<file path="config.mk">
export PLATFORM = sky130hd
export DESIGN_NAME = ftf_norm_unit
export DESIGN_NICKNAME = d
export VERILOG_FILES = /design/src/hdl/ftf_pkg.sv /design/src/hdl/ftf_norm_unit.sv
export SDC_FILE = /design/constraint.sdc
export NUM_CORES = 2
export LEC_CHECK = 0
export BUFFER_PORTS_ARGS = -buffer_cell sky130_fd_sc_hd__buf_4
export CELL_PAD_IN_SITES_DETAIL_PLACEMENT = 0
export CELL_PAD_IN_SITES_GLOBAL_PLACEMENT = 2
export CORE_UTILIZATION = 44
export DETAILED_ROUTE_END_ITERATION = 8
export GPL_ROUTABILITY_DRIVEN = 0
export PLACE_DENSITY_LB_ADDON = 0.1
export SLEW_MARGIN = 30
export SYNTH_ARGS = -nofsm -noshare
export SYNTH_HDL_FRONTEND = slang
export SYNTH_SLANG_ARGS = --single-unit
</file>
<file path="constraint.sdc">
create_clock -name clk -period 26 [get_ports clk]
set_input_delay 6.5 -clock clk [delete_from_list [all_inputs] [get_ports clk]]
set_output_delay 6.5 -clock clk [all_outputs]
set_load 0.01 [all_outputs]
</file>
<file path="src/hdl/ftf_pkg.sv">
`timescale 1ns / 1ps
// ----------------------------------------------------------------------------
// ftf_pkg: shared types and constants for the face tangent frame block.
// Holds field widths, fixed-point formats and the payload structs.
// ----------------------------------------------------------------------------
package ftf_pkg;

	localparam int unsigned CoordWidth  = 32;
	localparam int unsigned OutFracBits = 14;
	localparam int unsigned NormBits    = 24;
	localparam int unsigned DiffWidth   = CoordWidth + 1;
	localparam int unsigned ProdWidth   = 2 * DiffWidth;
	localparam int unsigned VecWidth    = ProdWidth + 1;
	localparam int unsigned MagWidth    = VecWidth;
	localparam int unsigned ShiftWidth  = $clog2(MagWidth + 1);
	localparam int unsigned SumWidth    = 2 * NormBits + 2;
	localparam int unsigned RadWidth    = SumWidth + 12;
	localparam int unsigned RootWidth   = (RadWidth + 1) / 2;
	localparam int unsigned NumerWidth  = NormBits + OutFracBits + 6;
	localparam int unsigned QuotWidth   = NumerWidth;

	typedef logic signed [CoordWidth-1:0] coord_t;
	typedef logic signed [15:0]           unit_t;

	typedef struct packed {
		coord_t pos_x;
		coord_t pos_y;
		coord_t pos_z;
		coord_t tex_u;
		coord_t tex_v;
	} vertex_t;

	typedef struct packed {
		unit_t tangent_x;
		unit_t tangent_y;
		unit_t tangent_z;
		unit_t binormal_x;
		unit_t binormal_y;
		unit_t binormal_z;
		unit_t normal_x;
		unit_t normal_y;
		unit_t normal_z;
	} frame_t;

endpackage

</file>
<file path="src/hdl/ftf_norm_unit.sv">
`timescale 1ns / 1ps
// ----------------------------------------------------------------------------
// ftf_norm_unit: iterative normalizer for one wide signed 3-vector.
// Scales to 24 bits, sums squares with one multiplier, takes a bit-serial
// square root and forms three rounded quotients with a restoring divider.
// ----------------------------------------------------------------------------
module ftf_norm_unit (
	input  logic                                clk,
	input  logic                                arst_n,
	input  logic                                start,
	input  logic signed [ftf_pkg::VecWidth-1:0] vec_x,
	input  logic signed [ftf_pkg::VecWidth-1:0] vec_y,
	input  logic signed [ftf_pkg::VecWidth-1:0] vec_z,
	output logic                                done,
	output ftf_pkg::unit_t                      out_x,
	output ftf_pkg::unit_t                      out_y,
	output ftf_pkg::unit_t                      out_z
);

	localparam int unsigned MW = ftf_pkg::MagWidth;
	localparam int unsigned NB = ftf_pkg::NormBits;
	localparam int unsigned SW = ftf_pkg::SumWidth;
	localparam int unsigned RW = ftf_pkg::RadWidth;
	localparam int unsigned QW = ftf_pkg::RootWidth;
	localparam int unsigned DW = ftf_pkg::NumerWidth;
	localparam int unsigned CW = $clog2(DW + 1);

	typedef enum logic [6:0] {
		S_IDLE  = 7'b0000001,
		S_SHIFT = 7'b0000010,
		S_SQ    = 7'b0000100,
		S_ROOT  = 7'b0001000,
		S_DIV   = 7'b0010000,
		S_SAT   = 7'b0100000,
		S_DONE  = 7'b1000000
	} state_t;

	state_t                  state_q;
	logic [MW-1:0]           mag_q [3];
	logic [2:0]              neg_q;
	logic [NB-1:0]           c_q [3];
	logic [SW-1:0]           sum_q;
	logic [RW-1:0]           rem_q;
	logic [RW-1:0]           root_q;
	logic [RW-1:0]           rbit_q;
	logic [1:0]              idx_q;
	logic [CW-1:0]           cnt_q;
	logic [DW:0]             prem_q;
	logic [DW-1:0]           quo_q;
	logic [DW-1:0]           numer_q;
	ftf_pkg::unit_t          res_q [3];

	logic [MW-1:0]           any_mag;
	logic [MW-NB-1:0]        hi_bits;
	logic [2*NB-1:0]         sq;
	logic [RW-1:0]           trial;
	logic [DW:0]             prem_sh;

	always_comb begin
		any_mag = mag_q[0] | mag_q[1] | mag_q[2];
		hi_bits = any_mag[MW-1:NB];
		sq      = c_q[idx_q] * c_q[idx_q];
		trial   = root_q + rbit_q;
		prem_sh = {prem_q[DW-1:0], numer_q[DW-1]};
	end

	always_ff @(posedge clk or negedge arst_n) begin
		if (!arst_n) begin
			state_q <= S_IDLE;
			idx_q   <= '0;
			cnt_q   <= '0;
		end else begin
			unique case (state_q)
				S_IDLE: begin
					if (start) begin
						state_q <= S_SHIFT;
					end
				end
				S_SHIFT: begin
					if (hi_bits == '0) begin
						state_q <= S_SQ;
						idx_q   <= '0;
					end
				end
				S_SQ: begin
					if (idx_q == 2'd2) begin
						state_q <= S_ROOT;
					end else begin
						idx_q <= idx_q + 2'd1;
					end
				end
				S_ROOT: begin
					if (rbit_q == '0) begin
						state_q <= (sum_q == '0) ? S_SAT : S_DIV;
						idx_q   <= '0;
						cnt_q   <= CW'(DW);
					end
				end
				S_DIV: begin
					if (cnt_q == '0) begin
						state_q <= S_SAT;
					end else begin
						cnt_q <= cnt_q - CW'(1);
					end
				end
				S_SAT: begin
					if (idx_q == 2'd2 || sum_q == '0) begin
						state_q <= S_DONE;
					end else begin
						state_q <= S_DIV;
						idx_q   <= idx_q + 2'd1;
						cnt_q   <= CW'(DW);
					end
				end
				S_DONE: begin
					state_q <= S_IDLE;
				end
				default: begin
					state_q <= S_IDLE;
				end
			endcase
		end
	end

	always_ff @(posedge clk) begin
		case (state_q)
			S_IDLE: begin
				neg_q    <= {vec_z[MW-1], vec_y[MW-1], vec_x[MW-1]};
				mag_q[0] <= vec_x[MW-1] ? MW'(-vec_x) : MW'(vec_x);
				mag_q[1] <= vec_y[MW-1] ? MW'(-vec_y) : MW'(vec_y);
				mag_q[2] <= vec_z[MW-1] ? MW'(-vec_z) : MW'(vec_z);
				sum_q    <= '0;
			end
			S_SHIFT: begin
				if (hi_bits == '0) begin
					c_q[0] <= mag_q[0][NB-1:0];
					c_q[1] <= mag_q[1][NB-1:0];
					c_q[2] <= mag_q[2][NB-1:0];
				end else begin
					mag_q[0] <= mag_q[0] >> 1;
					mag_q[1] <= mag_q[1] >> 1;
					mag_q[2] <= mag_q[2] >> 1;
				end
			end
			S_SQ: begin
				sum_q <= sum_q + SW'(sq);
				if (idx_q == 2'd2) begin
					rem_q  <= {sum_q + SW'(sq), 12'd0};
					root_q <= '0;
					rbit_q <= RW'(1) << (RW - 2);
				end
			end
			S_ROOT: begin
				if (rbit_q != '0) begin
					if (rem_q >= trial) begin
						rem_q  <= rem_q - trial;
						root_q <= (root_q >> 1) + rbit_q;
					end else begin
						root_q <= root_q >> 1;
					end
					rbit_q <= rbit_q >> 2;
				end else begin
					prem_q  <= '0;
					quo_q   <= '0;
					numer_q <= DW'(c_q[0]) << (ftf_pkg::OutFracBits + 6);
				end
			end
			S_DIV: begin
				if (cnt_q != '0) begin
					if (prem_sh >= (DW + 1)'(root_q[QW-1:0])) begin
						prem_q <= prem_sh - (DW + 1)'(root_q[QW-1:0]);
						quo_q  <= {quo_q[DW-2:0], 1'b1};
					end else begin
						prem_q <= prem_sh;
						quo_q  <= {quo_q[DW-2:0], 1'b0};
					end
					numer_q <= numer_q << 1;
				end else begin
					// Rounded quotient: floor((c*2^k + len/2)/len) from the remainder.
					quo_q <= quo_q + DW'((prem_q + (DW + 1)'(root_q[QW-1:1])
					         >= (DW + 1)'(root_q[QW-1:0])) ? 1 : 0);
				end
			end
			S_SAT: begin
				if (sum_q == '0) begin
					res_q[0] <= '0;
					res_q[1] <= '0;
					res_q[2] <= '0;
				end else begin
					if (neg_q[idx_q]) begin
						res_q[idx_q] <= (quo_q >= DW'(32768)) ? 16'sh8000 : -16'(quo_q);
					end else begin
						res_q[idx_q] <= (quo_q >= DW'(32767)) ? 16'sh7fff : 16'(quo_q);
					end
					prem_q  <= '0;
					quo_q   <= '0;
					numer_q <= (idx_q == 2'd0) ? DW'(c_q[1]) << (ftf_pkg::OutFracBits + 6)
					                           : DW'(c_q[2]) << (ftf_pkg::OutFracBits + 6);
				end
			end
			default: begin
			end
		endcase
	end

	assign done  = (state_q == S_DONE);
	assign out_x = res_q[0];
	assign out_y = res_q[1];
	assign out_z = res_q[2];

endmodule

</file>
==> flow_summary.yaml <==
status:
  outcome: "complete, no violations"
critical_path:
  startpoint: "vec_z[12]"
  crit_slowest_cell: "nor4_2"
  critPathCapture: "mag_q[0][198]$_DFFE_PP_"
  timing.rr.end: "rem_q[61]$_DFFE_PP_"
  rrSetupSlack_ns: 15.85
  worst_path_most_repeated_cell: "or4_1"
  cp.arrival_ns: 10.85
  r2r-start: "idx_q[1]$_DFFE_PN0P_"
  worstPathMaxFanout: 6
  crit_chain: "buf_4 -> or4_1 -> nor4_2 -> nand4_1 -> or4_1 -> or3_1 -> or3_1 -> or4_1 -> o41ai_1 -> xor2_1 -> o21ai_0"
  critPathKind: "in -> reg"
  r2r_cells: 28
  cp-end-kind: "register"
  cp_slowest_stage_delay_ns: 0.75
  cp.required_ns: 26.43
  start_kind: "primary input"
routing:
  drt-pass1-iter-count: 5
  drt_iter0_drc: 3971
  drc_errors: 0
  wl_per_cell_um: 21.43
  vias: 50441
  ant_nets: 0
  via_per_inst: 5.636
  drt-total-wl_um: 191800
sta:
  fmax_mhz: 96.01
  tightest_slew_ns: 1.044
  finalSetupViolations: 0
  rsz0062_at_grt: "false"
  min_period_over_period_pct: 40.06
  maxSlewHeadroom_pct: 29.73
  final_hold_viol_count: 0
  fin_hold_ws_ns: 0.4239
  fin_skew_ns: 0.07906
  maxSlewViolCount: 0
  final.min_clock_period_ns: 10.42
  setup-tns-final_ns: 0
synthesis:
  synth.largest_area_cell: "edfxtp_1"
  synth-seq-area-share_pct: 31.19
  yosys_warnings: 0
  synth_ff_type: "edfxtp_1"
  yosys.area.top_type_share_pct: 30.59
  synth-seq-cells: 657
  async_flop_share_pct: 2.283
  syn-num-nets: 7970
  synthCells: 6882
  ys_types: 87
  yosys-top-cells-count: "827 x inv_1, 791 x nand2_1, 642 x edfxtp_1"
  syn_area_per_cell_um2: 9.156
  yosysMostFrequentCell: "inv_1"
  synth_edf_count: 642
  syn_area_mm2: 0.06301
  ys_top_cells_by_area: "edfxtp_1 31%, fa_1 15%, ha_1 8.0%"
power:
  comb_power_share_pct: 30.5
  switching_share_pct: 36.41
  p_int_uw: 2647
  seqPwrFrac_pct: 40.5
  power_leakage_uw: 0.02941
  irDropWorstVdd_v: 0.00007851
  cellPowerDensity_mw_per_mm2: 59.69
  clkPwrFrac_pct: 29.0
  p_switching_uw: 1516
clocking:
  path_clk_slew_ns: 0.06
  cts_buffers: 83
  cts_root_buf: "clkbuf_16"
  htreeDepth: 3
  cts_tree: "done"
  cts_sinks: 657
  postCtsSetupBuffers: 0
  ctsHoldBuffers: 0
  clk_latency_ns: 0.74
  cts_max_path_buffers: 3
  cts_resized: 0
floorplanning:
  die_area_mm2: 0.1447
  die_w_um: 380.4
  io_pins: 253
  rows: 138
  core-area_mm2: 0.1418
  die_h_um: 380.4
  start_util_pct: 44.45
grt:
  use_met2_pct: 42.37
  met3_usage_pct: 4.006
  grt.met1_usage_pct: 37.33
  grt_pass1_vias: 49404
  grt_busiest_layer: "met2"
  grt_pass1_wl_um: 295300
  grt_max_degree: 171
  grt-ovfl-total: 0
  antenna_found_initial: 6
  grt_usage_pct: 26.23
job:
  maxCapViolCount: 0
min_path:
  hold_path_depth: 0
  hold_path.class: "reg -> reg"
placed_design:
  port_buffers: 252
  place_hpwl_um: 150400
cells_and_area:
  layout-drive-gt1-share_pct: 8.006
  synthToLayoutAreaGrowth_pct: 10.66
  finalNetCount: 8077
[how the worst min path moves through the flow]
stage | end | startpoint
CTS | c_q[0][18]$_DFFE_PP_ | mag_q[0][18]$_DFFE_PP_
detailed placement | c_q[1][0]$_DFFE_PP_ | mag_q[0][67]$_DFFE_PP_
global route | c_q[1][0]$_DFFE_PP_ | mag_q[0][67]$_DFFE_PP_
global placement | c_q[1][0]$_DFFE_PP_ | mag_q[0][67]$_DFFE_PP_
finish | c_q[1][0]$_DFFE_PP_ | mag_q[0][67]$_DFFE_PP_
floorplan | c_q[0][0]$_DFFE_PP_ | mag_q[0][0]$_DFFE_PP_
[sequential cells by signal (all words and copies together), names as in the netlist]
name,cells
mag_q,201
c_q,72
rbit_q,31
res_q,48
sum_q,50
cnt_q,6
root_q,62
neg_q,3
quo_q,44
state_q,7
prem_q,45
idx_q,2
numer_q,24
rem_q,62
[worst max-delay path, delay by kind of cell]
kind,cells,cell delay [ns]
xor gates and xnor gates,1,0.18
buffers and inverters,1,0.12
and+or+nand+nor,7,3.61
AOI/OAI and AO/OA,2,0.43
[metrics by stage]
step	setup WS, ns	total power (uW)	utilization, %	area [um^2]	cells
after CTS	15.75	4191	49.12	69630	8944
final	15.58	4163	49.19	69730	8949
after detailed placement	15.04	2968	47.14	66820	8791
after global routing	15.30	4404	49.19	69730	8949
after floorplan	15.50	2538	-	63010	6882
after global placement	15.06	2951	47.10	66760	8789
[power groups by stage]
stage          combinational (uW)  clock, uW  sequential [uW]
5_1_grt                      1430       1270             1710
3_5_place_dp                 1260          0             1710
4_1_cts                      1270       1240             1690
2_1_floorplan                 877          0             1660
6_report                     1270       1210             1680
3_3_place_gp                 1250          0             1700
[final cells by class]
cell class	instances	area, um^2
multi-input combinational	5086	39210
fill	13491	72030
inverter	837	3144
timing repair buffer	324	2541
sequential	657	19660
antenna	2	5.005
clock inverter	60	696.9
clock buffer	93	2115
tap	1890	2365
[routing by layer]
layer  up-vias  wire, um  share of wire, %
met2      1216     90150                47
met3       178     11200               5.8
met4         0      3118               1.6
li1      24095         -                 -
met5         -         0                 0
met1     24952     87330                46
[cell families (layout without fill, tap and decap cells)]
kind of cell,Yosys count,in the layout,share of synthesized area [%]
other cells,0,2,0
mux,80,80,1.295
flops,657,657,31.19
buf+inv,1139,1314,6.789
xor+xnor,463,463,6.435
fa+ha+maj,884,884,23.27
simple gates,2156,2156,16.10
compound gates,1503,1503,14.92
[cell usage in the layout, fill, tap and decap left out, types with 187 or more instances in the layout]
master / count
xor2_1: 276
a21oi_1: 345
buf_4: 317
fa_1: 480
inv_1: 827
ha_1: 404
nor2_1: 514
edfxtp_1: 642
o21ai_0: 495
xnor2_1: 187
nand2_1: 788
(Power assumes the default switching activity.)
